File: config.mk
export PLATFORM = sky130hd
export DESIGN_NAME = dcfr_front
export DESIGN_NICKNAME = d
export VERILOG_FILES = /design/src/rtl/core/dcfr_pkg.sv /design/src/rtl/core/dcfr_front.sv
export VERILOG_INCLUDE_DIRS = /design/src /design/src/rtl/core
export SDC_FILE = /design/constraint.sdc
export NUM_CORES = 1
export LEC_CHECK = 0
export ABC_AREA = 0
export BUFFER_PORTS_ARGS = -buffer_cell sky130_fd_sc_hd__buf_2
export CORE_MARGIN = 2
export CORE_UTILIZATION = 39
export CTS_CLUSTER_DIAMETER = 200
export CTS_CLUSTER_SIZE = 14
export DETAILED_ROUTE_END_ITERATION = 16
export MAX_ROUTING_LAYER = met4
export PLACE_DENSITY = 0.57
export SLEW_MARGIN = 15
export SYNTH_ARGS = -nofsm -noshare
export SYNTH_HDL_FRONTEND = slang
export SYNTH_SLANG_ARGS = --single-unit
File: constraint.sdc
create_clock -name i_clk -period 7.46 [get_ports i_clk]
set_clock_uncertainty 0.2 [all_clocks]
set_input_delay 1.119 -clock i_clk [delete_from_list [all_inputs] [get_ports i_clk]]
set_output_delay 1.119 -clock i_clk [all_outputs]
set_load 0.1 [all_outputs]
File: src/rtl/core/assert_macros.svh
// Assertion macros shared by the relay's RTL modules.
`ifndef ASSERT_MACROS_SVH
`define ASSERT_MACROS_SVH

// Property checked at every rising clock edge outside reset.
`define DCFR_ASSERT(label, clk, rst_n, prop, msg) \
    label: assert property (@(posedge clk) disable iff (!rst_n) (prop)) \
        else $error(msg);

// Condition that must never be seen outside reset.
`define DCFR_ASSERT_NEVER(label, clk, rst_n, cond, msg) \
    `DCFR_ASSERT(label, clk, rst_n, !(cond), msg)

`endif

File: src/rtl/core/dcfr_pkg.sv
// Types and constants of the daisy chain frame relay.
package dcfr_pkg;

    // Buffer geometry
    localparam int BUF_BYTES   = 512;
    localparam int HDR_BYTES   = 8;
    localparam int STORE_DEPTH = 2 * BUF_BYTES;
    localparam int ADDR_W      = $clog2(STORE_DEPTH);
    localparam int OFF_W       = $clog2(BUF_BYTES + 1);
    localparam int HDR_IDX_W   = $clog2(HDR_BYTES);

    // Result queue
    localparam int RQ_DEPTH = 4;
    localparam int QPTR_W   = $clog2(RQ_DEPTH);
    localparam int CNT_W    = $clog2(RQ_DEPTH + 1);

    // Saturation limits
    localparam logic [7:0]  TEMPO_MAX   = 8'hff;
    localparam logic [7:0]  TEMPO_RESET = 8'h80;
    localparam logic [15:0] MS_MAX      = 16'hffff;
    localparam logic [15:0] SILENCE_RESET = 16'd5;

    // Configuration port
    localparam int CFG_DATA_W = 32;

    typedef enum logic [0:0] {
        CFG_NODE_ID       = 1'b0,
        CFG_SILENCE_LIMIT = 1'b1
    } t_cfg_idx;

    typedef enum logic [1:0] {
        OP_RX_WORD  = 2'd0,
        OP_TX_SLOT  = 2'd1,
        OP_MS_TICK  = 2'd2,
        OP_CONTROLS = 2'd3
    } t_op;

    typedef struct packed {
        t_op         op;
        logic [8:0]  rx_word;
        logic [15:0] knob_level;
        logic        button_up;
        logic        button_down;
    } t_in_item;

    typedef struct packed {
        logic [7:0] out_byte;
        logic       out_frame_start;
    } t_out_item;

    // Transmit slot descriptor, front to back
    typedef struct packed {
        logic       from_header;
        logic [7:0] hdr_byte;
        logic       frame_start;
    } t_slot;

    // Payload store access, front to memory
    typedef struct packed {
        logic              en;
        logic              we;
        logic [ADDR_W-1:0] addr;
        logic [7:0]        wdata;
    } t_mem_req;

endpackage

File: src/rtl/core/dcfr_front.sv
// Front end: decodes each beat, keeps buffer and header state, issues store accesses.
`include "assert_macros.svh"

module dcfr_front (
    input  logic                                i_clk,
    input  logic                                i_rst_n,
    input  logic                                i_cfg_valid,
    input  dcfr_pkg::t_cfg_idx                  i_cfg_index,
    input  logic [dcfr_pkg::CFG_DATA_W-1:0]     i_cfg_data,
    input  logic                                i_accept,
    input  dcfr_pkg::t_in_item                  i_item,
    output dcfr_pkg::t_mem_req                  o_mem_req,
    output logic                                o_slot_valid,
    output dcfr_pkg::t_slot                     o_slot
);

    localparam int OFF_W  = dcfr_pkg::OFF_W;
    localparam int ADDR_W = dcfr_pkg::ADDR_W;
    localparam int HIW    = dcfr_pkg::HDR_IDX_W;

    localparam logic [OFF_W-1:0]  HDR_OFF  = OFF_W'(dcfr_pkg::HDR_BYTES);
    localparam logic [OFF_W-1:0]  BUF_OFF  = OFF_W'(dcfr_pkg::BUF_BYTES);
    localparam logic [OFF_W-1:0]  LEN_MASK = ~OFF_W'(dcfr_pkg::HDR_BYTES - 1);
    localparam logic [ADDR_W-1:0] BUF_BASE = ADDR_W'(dcfr_pkg::BUF_BYTES);

    // Configuration registers
    logic [31:0]      r_node_id, n_node_id;
    logic [15:0]      r_silence, n_silence;
    // Buffer bookkeeping
    logic [OFF_W-1:0] r_len_a, n_len_a;
    logic [OFF_W-1:0] r_len_b, n_len_b;
    logic             r_send_sel, n_send_sel;
    logic             r_fill_sel, n_fill_sel;
    logic [OFF_W-1:0] r_send_off, n_send_off;
    logic [OFF_W-1:0] r_fill_off, n_fill_off;
    logic [15:0]      r_ms, n_ms;
    // Header fields
    logic [7:0]       r_tempo, n_tempo;
    logic [15:0]      r_intensity, n_intensity;

    logic [OFF_W-1:0] fo;
    logic             fs;
    logic [OFF_W:0]   send_next;
    logic [OFF_W-1:0] len_cur;
    logic [63:0]      header;

    assign header  = {8'h00, r_tempo, r_intensity, r_node_id};
    assign len_cur = r_send_sel ? r_len_b : r_len_a;

    // Next-state logic for configuration and accepted beats
    always_comb begin
        n_node_id    = r_node_id;
        n_silence    = r_silence;
        n_len_a      = r_len_a;
        n_len_b      = r_len_b;
        n_send_sel   = r_send_sel;
        n_fill_sel   = r_fill_sel;
        n_send_off   = r_send_off;
        n_fill_off   = r_fill_off;
        n_ms         = r_ms;
        n_tempo      = r_tempo;
        n_intensity  = r_intensity;
        o_mem_req    = '0;
        o_slot_valid = 1'b0;
        o_slot       = '0;
        fo           = r_fill_off;
        fs           = r_fill_sel;
        send_next    = {1'b0, r_send_off} + (OFF_W+1)'(1);

        if (i_cfg_valid) begin
            unique case (i_cfg_index)
                dcfr_pkg::CFG_NODE_ID:       n_node_id = i_cfg_data[31:0];
                dcfr_pkg::CFG_SILENCE_LIMIT: n_silence = i_cfg_data[15:0];
                default:                     n_node_id = r_node_id;
            endcase
        end

        if (i_accept) begin
            unique case (i_item.op)
                dcfr_pkg::OP_RX_WORD: begin
                    // Frame start closes the fill buffer and swaps
                    if (i_item.rx_word[8]) begin
                        if (fs) begin
                            n_len_b = fo & LEN_MASK;
                        end else begin
                            n_len_a = fo & LEN_MASK;
                        end
                        fo   = HDR_OFF;
                        fs   = ~fs;
                        n_ms = '0;
                    end
                    if (fo < BUF_OFF) begin
                        o_mem_req.en    = 1'b1;
                        o_mem_req.we    = 1'b1;
                        o_mem_req.addr  = fs ? ADDR_W'(fo) + BUF_BASE : ADDR_W'(fo);
                        o_mem_req.wdata = i_item.rx_word[7:0];
                        fo              = fo + OFF_W'(1);
                    end
                    n_fill_off = fo;
                    n_fill_sel = fs;
                end
                dcfr_pkg::OP_TX_SLOT: begin
                    // Header bytes come from live registers, payload from the store
                    o_slot_valid         = 1'b1;
                    o_slot.from_header   = r_send_off < HDR_OFF;
                    o_slot.hdr_byte      = header[r_send_off[HIW-1:0]*8 +: 8];
                    o_slot.frame_start   = r_send_off == '0;
                    o_mem_req.en         = r_send_off >= HDR_OFF;
                    o_mem_req.addr       = r_send_sel ? ADDR_W'(r_send_off) + BUF_BASE
                                                      : ADDR_W'(r_send_off);
                    if (send_next >= {1'b0, len_cur}) begin
                        n_send_off = '0;
                        if (r_send_sel == r_fill_sel) begin
                            n_send_sel = ~r_send_sel;
                        end
                        if (r_ms > r_silence) begin
                            n_len_a = HDR_OFF;
                            n_len_b = HDR_OFF;
                        end
                    end else begin
                        n_send_off = send_next[OFF_W-1:0];
                    end
                end
                dcfr_pkg::OP_MS_TICK: begin
                    if (r_ms != dcfr_pkg::MS_MAX) begin
                        n_ms = r_ms + 16'd1;
                    end
                end
                dcfr_pkg::OP_CONTROLS: begin
                    if (i_item.button_up) begin
                        if (r_tempo != dcfr_pkg::TEMPO_MAX) begin
                            n_tempo = r_tempo + 8'd1;
                        end
                    end else if (i_item.button_down) begin
                        if (r_tempo != 8'd0) begin
                            n_tempo = r_tempo - 8'd1;
                        end
                    end
                    n_intensity = i_item.knob_level;
                end
                default: n_ms = r_ms;
            endcase
        end
    end

    // State registers
    always_ff @(posedge i_clk) begin
        if (!i_rst_n) begin
            r_node_id   <= '0;
            r_silence   <= dcfr_pkg::SILENCE_RESET;
            r_len_a     <= HDR_OFF;
            r_len_b     <= HDR_OFF;
            r_send_sel  <= 1'b0;
            r_fill_sel  <= 1'b1;
            r_send_off  <= '0;
            r_fill_off  <= HDR_OFF;
            r_ms        <= '0;
            r_tempo     <= dcfr_pkg::TEMPO_RESET;
            r_intensity <= '0;
        end else begin
            r_node_id   <= n_node_id;
            r_silence   <= n_silence;
            r_len_a     <= n_len_a;
            r_len_b     <= n_len_b;
            r_send_sel  <= n_send_sel;
            r_fill_sel  <= n_fill_sel;
            r_send_off  <= n_send_off;
            r_fill_off  <= n_fill_off;
            r_ms        <= n_ms;
            r_tempo     <= n_tempo;
            r_intensity <= n_intensity;
        end
    end

    // Checks
    `DCFR_ASSERT(a_fill_range, i_clk, i_rst_n, (r_fill_off >= HDR_OFF) && (r_fill_off <= BUF_OFF), "fill offset out of range")
    `DCFR_ASSERT(a_len_aligned, i_clk, i_rst_n, (r_len_a[HIW-1:0] == '0) && (r_len_b[HIW-1:0] == '0) && (r_len_a >= HDR_OFF) && (r_len_b >= HDR_OFF), "frame length not header aligned")
    `DCFR_ASSERT(a_swap_on_start, i_clk, i_rst_n, (i_accept && (i_item.op == dcfr_pkg::OP_RX_WORD) && i_item.rx_word[8]) |=> (r_fill_sel != $past(r_fill_sel)), "frame start did not swap fill buffer")

endmodule

== Word-level counts from Yosys, hierarchy flattened ==
Index checks and enable logic that the tools add are counted.
Word-level totals
  register bits after elaboration: 130
  input bits: 66
  output and inout port bits: 31
  logic and storage cells: 93
Cells by class
  add/sub/neg operators: 7
  magnitude comparators: 5
  equal/unequal tests: 13
  shift operators: 1
  mux-type cells: 36
  bitwise gates (word level): 3
  reduce and logical (&&, ||, !) cells: 17
Operator list (count)
  $mux W10: 16
  $shiftx A64 B7 Y8: 1
  $pmux W10 S2: 3
  $mux W20: 2
  $mux W8: 5
  $mux W16: 2
  $pmux W16 S2: 1
  $add A10 B10 Y10 const B: 2
  $add A16 B1 Y16 const B: 1
  $gt A16 B16 Y1: 1
  $ne A16 B16 Y1 const B: 1
  $ne A2 B2 Y1 const B: 6
  $reduce_and A6 Y1: 2
  $add A10 B1 Y11 const B: 1
  $ge A11 B10 Y1: 1
  $add A10 B1 Y10 const B: 1
  $ge A10 B4 Y1 const B: 1
  $logic_not A10 Y1: 1
  $lt A10 B10 Y1 const B: 1
  $lt A10 B4 Y1 const B: 1
  $reduce_and A2 Y1: 5
  $add A8 B1 Y8 const B: 1
  $ne A8 B8 Y1 const B: 1
  $reduce_and A4 Y1: 2
  other kinds (12): 23

== Longest topological paths before layout ==
  depth after elaboration: 8
  mapped depth: 12
  depth with buffers taken out: 11

== Worst setup path before layout ==
No wires, ideal clock.
  kind: input-to-output
  start point: in i_item[27] (netlist name)
  end point: out o_slot[1] (netlist name)
  arrival time: 4.252 ns
  data required time: 6.141 ns
  setup slack: 1.889 ns
  stages on the path: 6
  path buffers: 3
  cells stage by stage: buf_2 > nor2b_1 > nand2_1 > clkbuf_1 > clkbuf_1 > a211oi_1
RTL lines
  start, declared: line dcfr_front.sv:11  | input dcfr_pkg::t_in_item i_item,
  end, declared: line dcfr_front.sv:14  | output dcfr_pkg::t_slot o_slot

==> results by group <==
Power and ir drop
  – Clock network fraction of total power: 49.2%
  – PwrDens: 207.7 mW/mm^2
  – Net Sw Frac: 24.87%
  – Seq pwr share: 41.6%
  – Switching power: 0.4147 mW
  – Internal power: 1.253 mW
  – Logic pwr share: 9.2%
  – Leak: 3.157 nW
  – VDD IR-drop max: 0.0001501 V

Logic synthesis
  – Syn nets: 926
  – Asr flop ratio synth: 0%
  – Main flop type after synthesis: dfxtp_1
  – Synth cell types: 66
  – Post-synth EDFFs: 0
  – Syn Std Cell Area: 0.006840 mm^2
  – Sequential share of the synthesized area: 36.29%
  – Ys Warns: 0
  – Mapped Cells: 825
  – Register bit count reported by yosys: 124
  – Mean Syn Cell Area: 8.291 um^2

Route
  – Post-route DRC: 0
  – Routed Antenna Nets: 0
  – Routed wire length: 16.93 mm
  – Iter 0 DRT Violations: 321
  – DR WL/cell: 14.96 um
  – DR vias: 5779
  – DRT Pass-1 Iters: 5
  – Via density: 5.105

GRT
  – GRT Total Usage: 19.55%
  – Vias in the first global route: 5421
  – Initial antenna violation count: 0
  – First-pass GRT wire length: 27.47 mm
  – Largest net degree at the start of global routing: 104
  – GRT Residual Overflow: 0

Worst setup path
  – Slowest CP cell: dfxtp_1
  – FF-to-FF path depth: 11
  – Critical Path Sink Type: output port
  – Worst Path Required: 6140 ps
  – R2R Setup Slk: 3760 ps
  – Critical Path Start Type: flop
  – Crit. Startpoint: r_send_off[0]
  – Crit path max fanout: 21
  – Crit-path max cell delay: 910 ps
  – FF-to-FF Start: r_send_off[0]
  – Setup CP Type: flop to output port
  – Worst r2r dst: r_send_off[1]
  – Cell-by-cell trace of the critical path: inv_1, nor2_1, a21oi_1, a211oi_1, buf_2
  – Critical Path AT: 3050 ps

Run status
  – Outcome: completed

Min path
  – Hold Path End: r_node_id[23]
  – WHS Path Cells: 2
  – Hold Path Class: flop to flop
  – Min-delay src: r_node_id[23]

Floorplanning
  – # rows: 48
  – Initial Util: 39.68%
  – Chip Height: 136.4 um
  – Die ar.: 0.01861 mm^2
  – Num ports: 97
  – Core region area: 0.01724 mm^2
  – Die Wd: 136.4 um

Timing
  – Final-report hold violation count: 0
  – Fin Hold WS: 261.7 ps
  – Slew Limit Fails: 0
  – Fin worst setup slack: 3090 ps
  – Max Fclk: 228.8 MHz
  – Max_slew headroom: 29.65%
  – Minimum clock period: 4370 ps
  – Final Cycle Share: 58.58%
  – Setup TNS Final: 0 ps
  – Actual slew at the worst max-slew pin: 1046 ps
  – Unrepaired setup endpoints after global routing: no
  – Final Setup Violations: 0

Placement
  – Hpwl dp: 12.05 mm
  – Post-DP Area: 0.007438 mm^2
  – Post-place setup slack: 3161 ps
  – Port buffer count: 96
  – GPL Wtd Cong: 0.8328

Clock tree
  – Setup bufs post-CTS: 0
  – TritonCTS Sinks: 124
  – Clock Pin Slew Worst Setup and Hold Paths: 60 ps
  – CTS Hold Buffers Added: 0
  – Resize count post-CTS: 0
  – Clock latency on the worst-skew pair: 420 ps
  – CTS tree: built
  – Num CTS Buffers: 17
  – Clock tree buffer depth: 2
  – CTS root buffer: clkbuf_16
  – CTS H-tree depth: 4

Cells and area
  – Layout cells sized above 1: 16.98%
  – Nets@finish: 995
  – Area grow syn2layout: 17.36%
  – Final Cell Area: 0.008028 mm^2
  – Antenna cell count: 0

Flow run
  – Max-cap violations: 0
[worst max-delay path: cells and delay by family (launching register included)]
family	cells	cell delay [ps]
AO/OA/AOI/OAI	2	480
buffers and inverters	2	740
flip-flops	1	910
AND/OR/NAND/NOR	1	510
[metal layers]
metal	global-route usage, %	part of all wire (%)	up-vias
met5	-	0	-
met2	29.40	45	99
met1	26.32	50	2694
met3	4.325	3.4	13
li1	-	-	2973
met4	5.729	1.2	0
[kinds of logic after synthesis]
group	share of synthesized area [%]
muxes	5.561
DFF	36.29
and+or+nand+nor	24.55
AOI/OAI and AO/OA	17.14
xor gates and xnor gates	5.378
adders and majority gates	6.512
buffers and inverters	4.573
[worst max-delay path by stage]
stage                      endpoint  slack [ps]  cells past startpoint
after global routing      o_slot[8]        2900                      5
after global placement    o_slot[0]        3220                      9
after floorplan           o_slot[1]        1890                      6
final                     o_slot[8]        3090                      5
after CTS                 o_slot[8]        3020                      5
after detailed placement  o_slot[0]        3160                      9
[Yosys cell counts, types with 18 or more instances]
| master | instances | area, um^2 |
|---|---|---|
| nor2_1 | 65 | 244.0 |
| ha_1 | 34 | 425.4 |
| a21oi_1 | 27 | 135.1 |
| xor2_1 | 24 | 210.2 |
| clkbuf_1 | 37 | 138.9 |
| a21boi_0 | 63 | 473.0 |
| xnor2_1 | 18 | 157.7 |
| inv_1 | 26 | 97.59 |
| nand3_1 | 34 | 170.2 |
| nand2_1 | 169 | 634.4 |
| dfxtp_1 | 124 | 2482 |
| mux2i_1 | 20 | 200.2 |
[sequential cells by signal, summed over array words and instances (netlist names), 8 cells and up]
name         flops
r_node_id       32
r_intensity     16
r_ms            16
r_silence       16
r_fill_off      10
r_send_off      10
r_tempo          8
[power groups by stage]
| stage | clock, mW | combinational (mW) | sequential (mW) |
|---|---|---|---|
| 6_report | 0.820 | 0.153 | 0.694 |
| 5_1_grt | 0.869 | 0.170 | 0.696 |
| 4_1_cts | 0.839 | 0.155 | 0.694 |
| 3_5_place_dp | 0 | 0.154 | 0.709 |
| 3_3_place_gp | 0 | 0.153 | 0.708 |
| 2_1_floorplan | 0 | 0.111 | 0.703 |
[cell type report]
class                   count  area [um^2]
clock buffers              22        474.2
clock inverters            10        115.1
fillers                  1722         9209
inverters                  27        101.3
multi-input cells         622         4048
flip-flops and latches    124         2482
well taps                 225        281.5
repair buffers            102        525.5
[cell usage in the layout, fill, tap and decap left out, drive strengths merged, types with 4 or more instances in the layout]
cell,n
nand2,169
dfxtp,124
buf,102
a21boi,66
nor2,65
nand3,36
ha,34
a21oi,27
inv,26
xor2,24
clkbuf,22
mux2i,20
xnor2,18
o21ai,17
and3,16
and2,14
nor2b,14
a211oi,9
mux4,8
nand4,7
a32oi,7
nor3,7
a22oi,6
a22o,6
clkinvlp,6
nand2b,5
nor4,4
o211ai,4
[metrics by stage]
step | power, mW | util, % | std cells
floorplan | 0.8144 | - | 825
global placement | 0.8613 | 43.15 | 1100
detailed placement | 0.8627 | 43.15 | 1100
CTS | 1.688 | 46.57 | 1132
global route | 1.736 | 46.57 | 1132
finish | 1.667 | 46.57 | 1132
Power figures use the tool's default switching activity.
