<file path="src/rtl/core/assert_macros.svh">
// Assertion macros shared by the relay's RTL modules.
`ifndef ASSERT_MACROS_SVH
`define ASSERT_MACROS_SVH

// Property checked at every rising clock edge outside reset.
`define DCFR_ASSERT(label, clk, rst_n, prop, msg) \
    label: assert property (@(posedge clk) disable iff (!rst_n) (prop)) \
        else $error(msg);

// Condition that must never be seen outside reset.
`define DCFR_ASSERT_NEVER(label, clk, rst_n, cond, msg) \
    `DCFR_ASSERT(label, clk, rst_n, !(cond), msg)

`endif

</file>
<file path="src/rtl/core/dcfr_pkg.sv">
// Types and constants of the daisy chain frame relay.
package dcfr_pkg;

    // Buffer geometry
    localparam int BUF_BYTES   = 512;
    localparam int HDR_BYTES   = 8;
    localparam int STORE_DEPTH = 2 * BUF_BYTES;
    localparam int ADDR_W      = $clog2(STORE_DEPTH);
    localparam int OFF_W       = $clog2(BUF_BYTES + 1);
    localparam int HDR_IDX_W   = $clog2(HDR_BYTES);

    // Result queue
    localparam int RQ_DEPTH = 4;
    localparam int QPTR_W   = $clog2(RQ_DEPTH);
    localparam int CNT_W    = $clog2(RQ_DEPTH + 1);

    // Saturation limits
    localparam logic [7:0]  TEMPO_MAX   = 8'hff;
    localparam logic [7:0]  TEMPO_RESET = 8'h80;
    localparam logic [15:0] MS_MAX      = 16'hffff;
    localparam logic [15:0] SILENCE_RESET = 16'd5;

    // Configuration port
    localparam int CFG_DATA_W = 32;

    typedef enum logic [0:0] {
        CFG_NODE_ID       = 1'b0,
        CFG_SILENCE_LIMIT = 1'b1
    } t_cfg_idx;

    typedef enum logic [1:0] {
        OP_RX_WORD  = 2'd0,
        OP_TX_SLOT  = 2'd1,
        OP_MS_TICK  = 2'd2,
        OP_CONTROLS = 2'd3
    } t_op;

    typedef struct packed {
        t_op         op;
        logic [8:0]  rx_word;
        logic [15:0] knob_level;
        logic        button_up;
        logic        button_down;
    } t_in_item;

    typedef struct packed {
        logic [7:0] out_byte;
        logic       out_frame_start;
    } t_out_item;

    // Transmit slot descriptor, front to back
    typedef struct packed {
        logic       from_header;
        logic [7:0] hdr_byte;
        logic       frame_start;
    } t_slot;

    // Payload store access, front to memory
    typedef struct packed {
        logic              en;
        logic              we;
        logic [ADDR_W-1:0] addr;
        logic [7:0]        wdata;
    } t_mem_req;

endpackage

</file>
<file path="src/rtl/core/dcfr_back.sv">
// Back end: joins store read data with slot descriptors and queues result beats.
`include "assert_macros.svh"

module dcfr_back (
    input  logic                  i_clk,
    input  logic                  i_rst_n,
    input  logic                  i_slot_valid,
    input  dcfr_pkg::t_slot       i_slot,
    input  logic [7:0]            i_mem_rdata,
    input  logic                  i_pop,
    output logic                  o_empty,
    output logic                  o_full,
    output dcfr_pkg::t_out_item   o_result
);

    localparam int DEPTH  = dcfr_pkg::RQ_DEPTH;
    localparam int QPTR_W = dcfr_pkg::QPTR_W;
    localparam int CNT_W  = dcfr_pkg::CNT_W;

    logic                  r_p1_valid;
    dcfr_pkg::t_slot       r_p1_slot;
    dcfr_pkg::t_out_item   r_q [DEPTH];
    logic [QPTR_W-1:0]     r_wr_ptr, n_wr_ptr;
    logic [QPTR_W-1:0]     r_rd_ptr, n_rd_ptr;
    logic [CNT_W-1:0]      r_count, n_count;
    dcfr_pkg::t_out_item   p1_item;
    logic                  pop_ok;
    logic [CNT_W:0]        pending;

    // Byte select once the store read has landed
    assign p1_item.out_byte        = r_p1_slot.from_header ? r_p1_slot.hdr_byte : i_mem_rdata;
    assign p1_item.out_frame_start = r_p1_slot.frame_start;

    assign pop_ok  = i_pop && (r_count != '0);
    assign o_empty = r_count == '0;
    assign o_result = r_q[r_rd_ptr];

    // Room is reserved for the beat still in the read stage
    assign pending = {1'b0, r_count} + (CNT_W+1)'(r_p1_valid);
    assign o_full  = pending >= (CNT_W+1)'(DEPTH);

    // Queue pointers and occupancy
    always_comb begin
        n_wr_ptr = r_p1_valid ? r_wr_ptr + QPTR_W'(1) : r_wr_ptr;
        n_rd_ptr = pop_ok ? r_rd_ptr + QPTR_W'(1) : r_rd_ptr;
        n_count  = r_count + CNT_W'(r_p1_valid) - CNT_W'(pop_ok);
    end

    // Read stage and queue control
    always_ff @(posedge i_clk) begin
        if (!i_rst_n) begin
            r_p1_valid <= 1'b0;
            r_wr_ptr   <= '0;
            r_rd_ptr   <= '0;
            r_count    <= '0;
        end else begin
            r_p1_valid <= i_slot_valid;
            r_wr_ptr   <= n_wr_ptr;
            r_rd_ptr   <= n_rd_ptr;
            r_count    <= n_count;
        end
    end

    // Payload registers
    always_ff @(posedge i_clk) begin
        r_p1_slot <= i_slot;
        if (r_p1_valid) begin
            r_q[r_wr_ptr] <= p1_item;
        end
    end

    // Checks
    `DCFR_ASSERT(a_room_for_p1, i_clk, i_rst_n, r_p1_valid |-> (r_count < CNT_W'(DEPTH)), "read stage has no queue room")
    `DCFR_ASSERT(a_count_bound, i_clk, i_rst_n, r_count <= CNT_W'(DEPTH), "result queue overfilled")
    `DCFR_ASSERT(a_slot_lands, i_clk, i_rst_n, i_slot_valid |=> r_p1_valid, "slot lost before read stage")

endmodule

</file>
<file path="config.mk">
export PLATFORM = sky130hd
export DESIGN_NAME = dcfr_back
export DESIGN_NICKNAME = d
export VERILOG_FILES = /design/src/rtl/core/dcfr_pkg.sv /design/src/rtl/core/dcfr_back.sv
export VERILOG_INCLUDE_DIRS = /design/src /design/src/rtl/core
export SDC_FILE = /design/constraint.sdc
export NUM_CORES = 1
export LEC_CHECK = 0
export BUFFER_PORTS_ARGS = -buffer_cell sky130_fd_sc_hd__buf_2
export CORE_MARGIN = 3
export CORE_UTILIZATION = 39
export DETAILED_ROUTE_END_ITERATION = 10
export PLACE_DENSITY = 0.73
export SYNTH_ARGS = -nofsm -noshare
export SYNTH_HDL_FRONTEND = slang
export SYNTH_SLANG_ARGS = --single-unit
</file>
<file path="constraint.sdc">
create_clock -name i_clk -period 1.9 [get_ports i_clk]
set_clock_uncertainty 0.15 [all_clocks]
set_input_delay 0.19 -clock i_clk [delete_from_list [all_inputs] [get_ports i_clk]]
set_output_delay 0.19 -clock i_clk [all_outputs]
set_load 0.01 [all_outputs]
</file>
Word level (Yosys, flattened, before mapping)
Memories as Yosys holds them, arrays and structs flattened. A register that Yosys moved wholly into a read port is not among the register bits.
Index checks and enable logic that the tools add are counted.
{"block": "totals", "reg_bits": 18, "mem_bits_rw": 36, "out_inout_bits": 11, "elab_cells": 22, "mem_count": 1}
{"block": "op_classes", "n_addsub": 5, "magnitude_cmp": 1, "mux": 5, "n_reduce_logical": 3}
{"name": "r_q", "depth": 4, "word_bits": 9, "read_ports": 1, "rd_clocked_by_memory_dff": 1, "write_ports": 1, "line_no": "dcfr_back.sv:22", "source": "dcfr_pkg::t_out_item r_q [DEPTH];"}
{"operator": "$mux W8", "count": 1}
{"operator": "$add A2 B1 Y2 const B", "count": 2}
{"operator": "$add A3 B1 Y4", "count": 1}
{"operator": "$ge A4 B3 Y1 const B", "count": 1}
{"operator": "$mux W2", "count": 2}
{"operator": "$add A3 B1 Y3", "count": 1}
{"operator": "$logic_not A3 Y1", "count": 1}
{"operator": "$reduce_bool A3 Y1", "count": 1}
{"operator": "$sub A3 B1 Y3", "count": 1}
{"operator": "$mux W1", "count": 2}
{"operator": "$logic_and A1 B1 Y1", "count": 1}

Logic depth before layout (Yosys ltp)
Gate-level depths: netlist of the first run.
{"block": "logic_depth", "word_depth": 4, "depth_mapped": 9, "depth_no_buf": 9}

Worst setup path before layout of the first run
No wires, ideal clock.
{"block": "synth_path", "path_kind": "register -> register", "startpoint": "register r_count[1]", "endpoint": "register r_count[2]", "setup_ps": 115, "arrival_time_ps": 1936, "required_time_ps": 1635, "path_slack_ps": -300, "stages_incl_launch_ff": 10, "path_buffers": 0, "synth_period_minus_slack_ps": 2200, "cell_sequence": "dfxtp_1 -> nor3_2 -> nor2b_1 -> ha_1 -> inv_1 -> ha_1 -> inv_1 -> fa_1 -> xor2_1 -> and2_1"}
{"block": "synth_between", "elab_chain_cells": 3, "elab_cells_between_ends": 4, "cone_classes": "2 x add/sub; 2 x reduce/logical"}
{"item": "start: declaration", "line_no": "dcfr_back.sv:25", "source": "logic [CNT_W-1:0] r_count, n_count;"}
{"item": "start signal: assignment", "line_no": "dcfr_back.sv:60", "source": "r_count <= n_count;"}
{"item": "$reduce_bool A3 Y1", "line_no": "dcfr_back.sv:34", "source": "assign pop_ok = i_pop && (r_count != '0);"}
{"item": "$logic_and A1 B1 Y1", "line_no": "dcfr_back.sv:34"}
{"item": "via pop_ok", "line_no": "dcfr_back.sv:27", "source": "logic pop_ok;"}
{"item": "$sub A3 B1 Y3", "line_no": "dcfr_back.sv:46", "source": "n_count = r_count + CNT_W'(r_p1_valid) - CNT_W'(pop_ok);"}
The timed path passes the listed nets, and every way through them passes these cells.
A chain may end at the register's enable or synchronous reset.

Final worst setup path of the first run
{"block": "layout_path", "startpoint": "register r_count[2]", "endpoint": "register r_count[2]"}
The elaborated chain is that of the path after synthesis.

==> qor.txt, run 1 <==
Dpl cells: 221
Area of placed instances: 0.00237 mm^2
Fin area: 0.00262 mm^2
Worst R2R End: r_count[2]
Later-pin clock latency in the skew report: 0.30 ns
Number of buffers and inverters on the critical path: 2
Int Pwr: 2.15 mW
First-pass GRT wire length: 5530 um
Tightest Pin Transition: 0.474 ns
Seq pwr share: 0.508
Final Hold Viols: 0
Final setup TNS: -0.195 ns
H-tree levels: 2
RR Startpoint: r_count[2]
Peak VDD IR: 0.573 mV
Nets@finish: 201
Die H: 79.4 um
Initial antenna violation count: 0
Post-synthesis sequential area ratio: 0.705
Post-synth top area share: 0.515
Clock share of power: 0.256
WHS Path Cells: 2
Hold Slack: 0.0519 ns
DRT iter0 DRCs: 69
Crit path launch type: flip-flop
Hold EP: r_count[1]
Syn avg cell area: 17.8 um^2
P_sw: 0.694 mW
Unique masters post-synth: 22
Hpwl dp: 2340 um
PortBufs: 32
Critical Path AT: 2.08 ns
Vias in the first global route: 1159
Crit Path Category: flip-flop to flip-flop
Final core utilization: 0.506
Starting density of the core: 0.406
CTS Root Cell: clkbuf_8
Fin worst setup slack: -0.143 ns
Synthesis-to-layout area growth: 24.5%
Status: finished, violations left
Total number of vias: 1137
Ant. Diodes: 0
Syn Nets: 148
CP cell instances: nor3_4 -> nor2b_2 -> ha_1 -> inv_1 -> ha_1 -> inv_1 -> fa_2 -> xor2_1 -> and2_1
Total Power: 2.85 mW
Post-synthesis instance total: 118
Period minus WS final: 2.04 ns
Fillers: 425
Max-slew violation count: 0
Fraction of layout cells with a size suffix above 1: 0.395
First-pass DRT Iterations: 4
Kind of cell adding the most delay to the critical path: adder cells
Non-filler cells, final: 242
Synth top area cells: edfxtp_1 51%, dfxtp_1 19%, mux4_2 9.6%
Largest area contributor in the netlist: edfxtp_1
# rows: 26
Fin crit share: 1.08
R2R Setup Slk: -0.14 ns
CP max stage delay: 0.34 ns
Clock Path Buffers: 2
Die Wd: 79.4 um
Drt drc: 0
Min-delay worst type: primary input to flip-flop
Fmax: 0.490 GHz
RSZ-0062 raised after global routing: yes
WL/cell: 13.9 um
Max FO, Critical Path: 2
Via-per-instance ratio: 4.70
Reg2Reg Depth: 9
Global Route Usage Sum: 0.121
GR Overflow Total: 0
FF+latch count, synth: 56
HP Start: i_rst_n
Total wire length: 3370 um
DIE AREA: 0.00630 mm^2
Failing checks: negative setup slack
Worst EP required: 1.94 ns
Static leakage: 0.980 nW
Combinational group share of total power: 0.236
GP Congestion: 0.814
Routed Antenna Nets: 0
Yosys warns: 0
Max-slew headroom: 0.684
Post-Syn Area: 0.00210 mm^2
Clk sink count: 56
Core area: 0.00517 mm^2
Total of max-cap violations: 0
CTS tree: done
Largest net degree at the start of global routing: 17
I/O pins: 33
Setup Viol. Count Final: 2
Net Sw Frac: 0.244
Crit path max-delay cell type: dfxtp_2
Pwr Density: 1090 mW/mm^2
Crit end category: flip-flop
Num CTS Buffers: 5
CTS clock-pin slew for the worst setup and hold paths: 0.09 ns
Pre-CTS setup slack: -0.151 ns
[flip-flops by register name, indices dropped and copies added, names as in the netlist, named ones only]
signal	count
r_q	36
r_p1_slot	9
r_count	3
r_rd_ptr	2
r_wr_ptr	2
p1_item	1
r_p1_valid	1
[per-layer routing]
layer	vias up	routed length, um	track usage
met4	0	76	0.0481
met3	10	216	0.0418
li1	539	-	-
met1	550	1350	0.142
met5	-	0	0
met2	38	1730	0.202
[worst max path at each step]
stage / startpoint / endpoint / slack [ns] / depth (start not counted)
global placement: r_count[2] / r_count[2] / -0.04 / 9
global route: r_count[2] / r_count[2] / -0.21 / 9
floorplan: r_count[2] / r_count[2] / -0.15 / 9
detailed placement: r_count[0] / r_count[2] / -0.15 / 9
CTS: r_count[1] / r_count[2] / -0.15 / 9
finish: r_count[2] / r_count[2] / -0.14 / 9
[cell usage after synthesis, drive strengths merged]
cell type	count
nand2	2
mux2	8
nand4	1
nand4bb	1
a21boi	1
buf	3
clkbuf	1
o21ai	4
or3	1
dfxtp	20
a21oi	2
nor2b	3
edfxtp	36
mux4	9
inv	6
and2	8
ha	7
fa	1
xor2	2
mux2i	1
nor3	1
[cell type report]
type	instances	area, um^2	area share
clock inverters	2	35.0	0.0134
repair buffers	50	327	0.125
flip-flops and latches	56	1480	0.567
clock buffers	6	72.6	0.0278
inverters	6	22.5	0.00861
well taps	70	87.6	0.0335
multi-input cells	52	587	0.224
[cells in the final DEF (no fill, tap or decap), drive strengths merged]
master | netlist | routed
dlygate4sd3 | 0 | 11
nand4 | 1 | 1
xor2 | 2 | 2
ha | 7 | 7
mux2 | 8 | 8
nand4bb | 1 | 1
clkinv | 0 | 1
nand2 | 2 | 2
and2 | 8 | 8
nor3 | 1 | 1
nor2b | 3 | 3
edfxtp | 36 | 36
inv | 6 | 6
o21ai | 4 | 4
or3 | 1 | 1
buf | 3 | 39
mux2i | 1 | 1
dfxtp | 20 | 20
fa | 1 | 1
a21oi | 2 | 2
mux4 | 9 | 9
clkbuf | 1 | 6
a21boi | 1 | 1
bufinv | 0 | 1
[repair_timing]
item,CTS,global route
setup buffers,1,1
endpoints found under the hold margin,11,0
pin swaps,1,1
gates resized for setup,2,1
cloned,0,0
hold buffers,11,0
endpoints found under the setup margin,2,11
[power groups by stage]
stage | clock network, mW | registers, mW | logic, mW
2_1_floorplan | 0 | 1.46 | 0.409
3_3_place_gp | 0 | 1.46 | 0.596
5_1_grt | 0.802 | 1.46 | 0.744
6_report | 0.729 | 1.45 | 0.672
3_5_place_dp | 0 | 1.47 | 0.635
4_1_cts | 0.752 | 1.45 | 0.668
[cells by family (layout without fill, tap and decap cells)]
| logic type | Yosys count | in the layout | share of synthesized area |
|---|---|---|---|
| flip-flops | 56 | 56 | 0.705 |
| adder cells (fa/ha/maj) | 8 | 8 | 0.0512 |
| AO/OA/AOI/OAI | 7 | 7 | 0.0179 |
| buffers and inverters | 10 | 64 | 0.0208 |
| XOR/XNOR | 2 | 2 | 0.00834 |
| multiplexers | 18 | 18 | 0.144 |
| AND/OR/NAND/NOR | 17 | 17 | 0.0524 |
(Power assumes the default switching activity.)
==> run 2: changes to the inputs <==
Settings changed: CELL_PAD_IN_SITES_DETAIL_PLACEMENT set to 0, CELL_PAD_IN_SITES_GLOBAL_PLACEMENT set to 1, PLACE_DENSITY 0.73 to 0.82.
==> qor.txt, run 2 (synthesized netlist as in run 1, its figures left out) <==
CTS Root Cell: clkbuf_8
Drt drc: 0 (unchanged)
I/O pins: 33 (unchanged)
Combinational group share of total power: 0.264 (+0.028)
Int Pwr: 2.05 mW (-4.9%)
Vias in the first global route: 1177 (+1.6%)
RSZ-0062 raised after global routing: yes
CTS tree: done
Commonest non-fill, non-tap cell in the layout: edfxtp_1
Period minus WS final: 1.95 ns (-0.0924 ns)
First-pass DRT Iterations: 4 (unchanged)
Fin worst setup slack: -0.0501 ns (+0.0924 ns)
Total number of vias: 1105 (-2.8%)
Final Hold Viols: 0 (unchanged)
Crit path launch type: flip-flop
Total of max-cap violations: 0 (unchanged)
Critical Path AT: 1.99 ns (-0.09 ns)
Total wire length: 3360 um (-0.45%)
R2R Setup Slk: -0.05 ns (+0.09 ns)
Peak VDD IR: 0.544 mV (-5.0%)
Biggest regs: r_q x36, r_p1_slot x9, r_count x3
Seq pwr share: 0.527 (+0.019)
Clock Path Buffers: 2 (unchanged)
CP max stage delay: 0.34 ns (about the same)
CP cell instances: nor3_4 -> nor2b_4 -> ha_4 -> inv_4 -> ha_4 -> inv_2 -> fa_2 -> xor2_1 -> and2_1
RR Startpoint: r_count[2]
Die H: 79.4 um (unchanged)
Max-slew headroom: 0.677 (-0.00767)
Global Route Usage Sum: 0.123 (+0.00226)
Largest net degree at the start of global routing: 16 (-1)
Reg2Reg Depth: 9 (unchanged)
Failing checks: negative setup slack
Starting density of the core: 0.406 (unchanged)
Most frequent cells in the layout: 36 x edfxtp_1, 32 x buf_2, 17 x dfxtp_1
Fin crit share: 1.03 (-0.0486)
Tightest Pin Transition: 0.485 ns (+0.0108 ns)
Ant. Diodes: 0 (unchanged)
WHS Path Cells: 2 (unchanged)
Status: finished, violations left
Routed Antenna Nets: 0 (unchanged)
Worst EP required: 1.94 ns (about the same)
Via-per-instance ratio: 4.59 (-2.4%)
Fmax: 0.513 GHz (+4.7%)
Net Sw Frac: 0.255 (+0.0117)
H-tree levels: 2 (unchanged)
First-pass GRT wire length: 5660 um (+2.3%)
Hold EP: r_count[1]
Clock share of power: 0.210 (-0.046)
Crit end category: flip-flop
Most frequent cell on the critical path: ha_4
Crit Path Category: flip-flop to flip-flop
Later-pin clock latency in the skew report: 0.28 ns (-0.02 ns)
Hpwl dp: 2390 um (+1.9%)
Nets@finish: 200 (-0.50%)
HP Start: i_rst_n
Static leakage: 0.962 nW (-1.8%)
Max-slew violation count: 0 (unchanged)
Clk sink count: 56 (unchanged)
Number of flip-flops in the largest register: 36 (unchanged)
Setup Viol. Count Final: 2 (unchanged)
Most flops, register: r_q
PortBufs: 32 (unchanged)
Worst R2R End: r_count[2]
Fin area: 0.00261 mm^2 (about the same)
Crit path max-delay cell type: dfxtp_2
WL/cell: 13.9 um (about the same)
Core area: 0.00517 mm^2 (unchanged)
Die Wd: 79.4 um (unchanged)
CTS clock-pin slew for the worst setup and hold paths: 0.08 ns (about the same)
GP Congestion: 0.756 (-7.2%)
Min-delay worst type: primary input to flip-flop
Synthesis-to-layout area growth: 24.4% (about the same)
Fraction of layout cells with a size suffix above 1: 0.409 (+0.0140)
Initial antenna violation count: 0 (unchanged)
# rows: 26 (unchanged)
Max FO, Critical Path: 2 (unchanged)
Area of placed instances: 0.00237 mm^2 (unchanged)
Num CTS Buffers: 5 (unchanged)
DIE AREA: 0.00630 mm^2 (unchanged)
GR Overflow Total: 0 (unchanged)
Hold Slack: 0.0734 ns (+0.0215 ns)
P_sw: 0.703 mW (+1.2%)
DRT iter0 DRCs: 86 (+25%)
Pwr Density: 1050 mW/mm^2 (-3.4%)
==> run 2: how the worst max path moves through the flow <==
stage                     cells past startpoint  slack (ns)        from         end
final                                         9       -0.05  r_count[2]  r_count[2]
after global routing                          9       -0.12  r_count[2]  r_count[2]
after CTS                                     9       -0.16  r_count[1]  r_count[2]
after detailed placement                      9       -0.16  r_count[2]  r_count[2]
after global placement                        9       -0.04  r_count[2]  r_count[2]
after floorplan                               9       -0.15  r_count[2]  r_count[2]
==> run 2: cell type report <==
class	count	area [um^2]
Fill cell	446	2560
Sequential cell	56	1490
Multi-Input combinational cell	52	617
Timing Repair Buffer	49	319
Tap cell	70	87.6
Clock buffer	7	76.3
Inverter	6	25.0
Clock inverter	1	3.75
==> run 2: layer usage <==
metal | part of all wire | wire, um | track usage | vias up
met2 | 0.53 | 1770 | 0.210 | 27
met3 | 0.045 | 150 | 0.0463 | 4
met5 | 0 | 0 | 0 | -
met4 | 0.011 | 38 | 0.0464 | 0
met1 | 0.42 | 1400 | 0.140 | 533
li1 | - | - | - | 541
==> run 2: power groups by stage <==
stage | Combinational [mW] | Clock [mW] | Sequential, mW
2_1_floorplan | 0.409 | 0 | 1.46
3_3_place_gp | 0.597 | 0 | 1.46
3_5_place_dp | 0.639 | 0 | 1.47
4_1_cts | 0.672 | 0.606 | 1.45
5_1_grt | 0.813 | 0.665 | 1.46
6_report | 0.725 | 0.576 | 1.45
==> run 2: critical path, delay by kind of cell, from the launching register on <==
family | cells | cell delay (ns)
DFF | 1 | 0.34
buffers and inverters | 2 | 0.09
xor gates and xnor gates | 1 | 0.14
adders and majority gates | 3 | 0.70
and+or+nand+nor | 3 | 0.42
==> run 2: metrics by stage <==
stage	setup WS, ns	instances	setup TNS (ns)	total power, mW	util
after global placement	-0.0379	221	-0.0379	2.06	0.459
final	-0.0501	241	-0.0605	2.75	0.505
after floorplan	-0.153	118	-0.228	1.87	-
after global routing	-0.123	241	-0.227	2.94	0.505
after CTS	-0.157	241	-0.244	2.72	0.498
after detailed placement	-0.158	221	-0.242	2.11	0.459
==> run 2: timing repair <==
action | 4_1_cts | 5_1_grt
endpoints found under the setup margin | 2 | 11
hold buffers | 11 | 0
pin swaps | 1 | 5
buffers inserted | 1 | 0
gates resized for setup | 2 | 9
endpoints found under the hold margin | 11 | 0
==> run 3: changes to the inputs <==
Settings changed: CTS_BUF_LIST set to sky130_fd_sc_hd__clkbuf_16.
==> qor.txt, run 3 (synthesized netlist as in run 1, its figures left out) <==
Status: finished, violations left
Failing checks: negative setup slack
CP max stage delay: 0.34 ns (about the same)
Num CTS Buffers: 5 (unchanged)
Number of flip-flops in the largest register: 36 (unchanged)
Pwr Density: 1120 mW/mm^2 (+6.6%)
Most frequent cell on the critical path: ha_4
First-pass DRT Iterations: 4 (unchanged)
I/O pins: 33 (unchanged)
Static leakage: 0.995 nW (+3.4%)
R2R Setup Slk: -0.05 ns (about the same)
Hold EP: r_count[2]
Vias in the first global route: 1183 (+0.51%)
Setup Viol. Count Final: 2 (unchanged)
Crit path max-delay cell type: dfxtp_2
Clk sink count: 56 (unchanged)
Commonest non-fill, non-tap cell in the layout: edfxtp_1
Fin crit share: 1.02 (-0.00166)
Initial antenna violation count: 0 (unchanged)
Final Hold Viols: 0 (unchanged)
Tightest Pin Transition: 0.479 ns (-0.00530 ns)
Non-filler cells, final: 241 (unchanged)
Routed Antenna Nets: 0 (unchanged)
First-pass GRT wire length: 5640 um (-0.37%)
H-tree levels: 2 (unchanged)
Max-slew violation count: 0 (unchanged)
Max-slew headroom: 0.680 (+0.00354)
Fraction of layout cells with a size suffix above 1: 0.409 (unchanged)
CP cell instances: nor3_4 -> nor2b_4 -> ha_4 -> inv_4 -> ha_4 -> inv_2 -> fa_2 -> xor2_1 -> and2_1
Met3 Use GR: 0.0327 (-0.0135)
# rows: 26 (unchanged)
Hpwl dp: 2390 um (unchanged)
GR met2 Demand/Resource: 0.210 (unchanged)
Crit path launch type: flip-flop
Reg2Reg Depth: 9 (unchanged)
Die Wd: 79.4 um (unchanged)
Top Usage Layer GRT: met2
Crit Path Category: flip-flop to flip-flop
DIE AREA: 0.00630 mm^2 (unchanged)
DRT iter0 DRCs: 89 (+3.5%)
Die H: 79.4 um (unchanged)
Fillers: 438 (-1.8%)
Fmax: 0.514 GHz (+0.16%)
Global Route Usage Sum: 0.122 (-0.000732)
Dpl cells: 221 (unchanged)
RR Startpoint: r_count[2]
Most flops, register: r_q
Critical Path AT: 1.97 ns (-0.02 ns)
Worst EP required: 1.93 ns (about the same)
Crit end category: flip-flop
Peak VDD IR: 0.591 mV (+8.5%)
Pre-CTS setup slack: -0.158 ns (unchanged)
Fin worst setup slack: -0.0470 ns (+0.00315 ns)
Worst R2R End: r_count[2]
Ant. Diodes: 0 (unchanged)
Nets@finish: 200 (unchanged)
GP Congestion: 0.756 (unchanged)
PortBufs: 32 (unchanged)
Synthesis-to-layout area growth: 26.9%
WHS Path Cells: 2 (unchanged)
Starting density of the core: 0.406 (unchanged)
RSZ-0062 raised after global routing: yes
Period minus WS final: 1.95 ns (-0.00315 ns)
Biggest regs: r_q x36, r_p1_slot x9, r_count x3
Drt drc: 0 (unchanged)
Total number of vias: 1122 (+1.5%)
Min-delay worst type: primary input to flip-flop
HP Start: i_rst_n
CTS Root Cell: clkbuf_16
Later-pin clock latency in the skew report: 0.28 ns (about the same)
GR Overflow Total: 0 (unchanged)
Total wire length: 3360 um (+0.18%)
Number of buffers and inverters on the critical path: 2 (unchanged)
Clock Path Buffers: 2 (unchanged)
Largest net degree at the start of global routing: 16 (unchanged)
Kind of cell adding the most delay to the critical path: adder cells
Most frequent cells in the layout: 36 x edfxtp_1, 32 x buf_2, 17 x dfxtp_1
Total of max-cap violations: 0 (unchanged)
WL/cell: 13.9 um (+0.18%)
Core area: 0.00517 mm^2 (unchanged)
Max FO, Critical Path: 2 (unchanged)
Via-per-instance ratio: 4.66 (+1.5%)
CTS clock-pin slew for the worst setup and hold paths: 0.06 ns (-0.02 ns)
CTS tree: done
GRT met1 Usage: 0.140 (unchanged)
[run 3: changes by cell type in the layout (fill, tap and decap cells not counted), sizes merged]
cell / previous run / this run
inv: 6 / 8
clkbuf: 7 / 5
[run 3: metal layers]
metal  routed length, um  part of all wire
met3                 167             0.050
met1                1330              0.40
met2                1780              0.53
met4                  77             0.023
met5                   0                 0
[run 3: worst max-delay path by stage]
| stage | slack, ns | cells after the start | to | startpoint |
|---|---|---|---|---|
| global route | -0.12 | 9 | r_count[2] | r_count[2] |
| finish | -0.05 | 9 | r_count[2] | r_count[2] |
| CTS | -0.15 | 9 | r_count[2] | r_count[1] |
| floorplan | -0.15 | 9 | r_count[2] | r_count[2] |
| global placement | -0.04 | 9 | r_count[2] | r_count[2] |
| detailed placement | -0.16 | 9 | r_count[2] | r_count[2] |
[run 3: power breakdown]
part | internal [mW] | leakage [nW] | switching (mW)
Clock | 0.474 | 0.0738 | 0.347
Sequential | 1.39 | 0.495 | 0.0616
Combinational | 0.400 | 0.426 | 0.321
[run 3: stage by stage]
step | utilization | hold slack [ns] | setup TNS [ns] | power, mW | cell area [um^2]
2_1_floorplan | - | 0.0677 | -0.228 | 1.87 | 2110
3_5_place_dp | 0.459 | 0.144 | -0.242 | 2.11 | 2370
5_1_grt | 0.515 | 0.102 | -0.216 | 3.17 | 2670
3_3_place_gp | 0.459 | 0.142 | -0.0379 | 2.06 | 2370
6_report | 0.515 | 0.0827 | -0.0541 | 2.99 | 2670
4_1_cts | 0.509 | 0.0780 | -0.237 | 2.97 | 2630
[run 3: final cells by class]
cell class | count | area (um^2) | share of cell area
Tap cell | 70 | 87.6 | 0.0328
Clock inverter | 3 | 11.3 | 0.00422
Inverter | 6 | 25.0 | 0.00939
Multi-Input combinational cell | 52 | 617 | 0.231
Clock buffer | 5 | 125 | 0.0469
Sequential cell | 56 | 1490 | 0.557
Timing Repair Buffer | 49 | 315 | 0.118
[run 3: repair_timing]
item / in CTS / in global routing
resized for setup: 2 / 8
setup buffers: 1 / 0
hold endpoints to repair: 11 / 0
hold buffers: 11 / 0
endpoints found under the setup margin: 2 / 2
pin swaps: 1 / 5
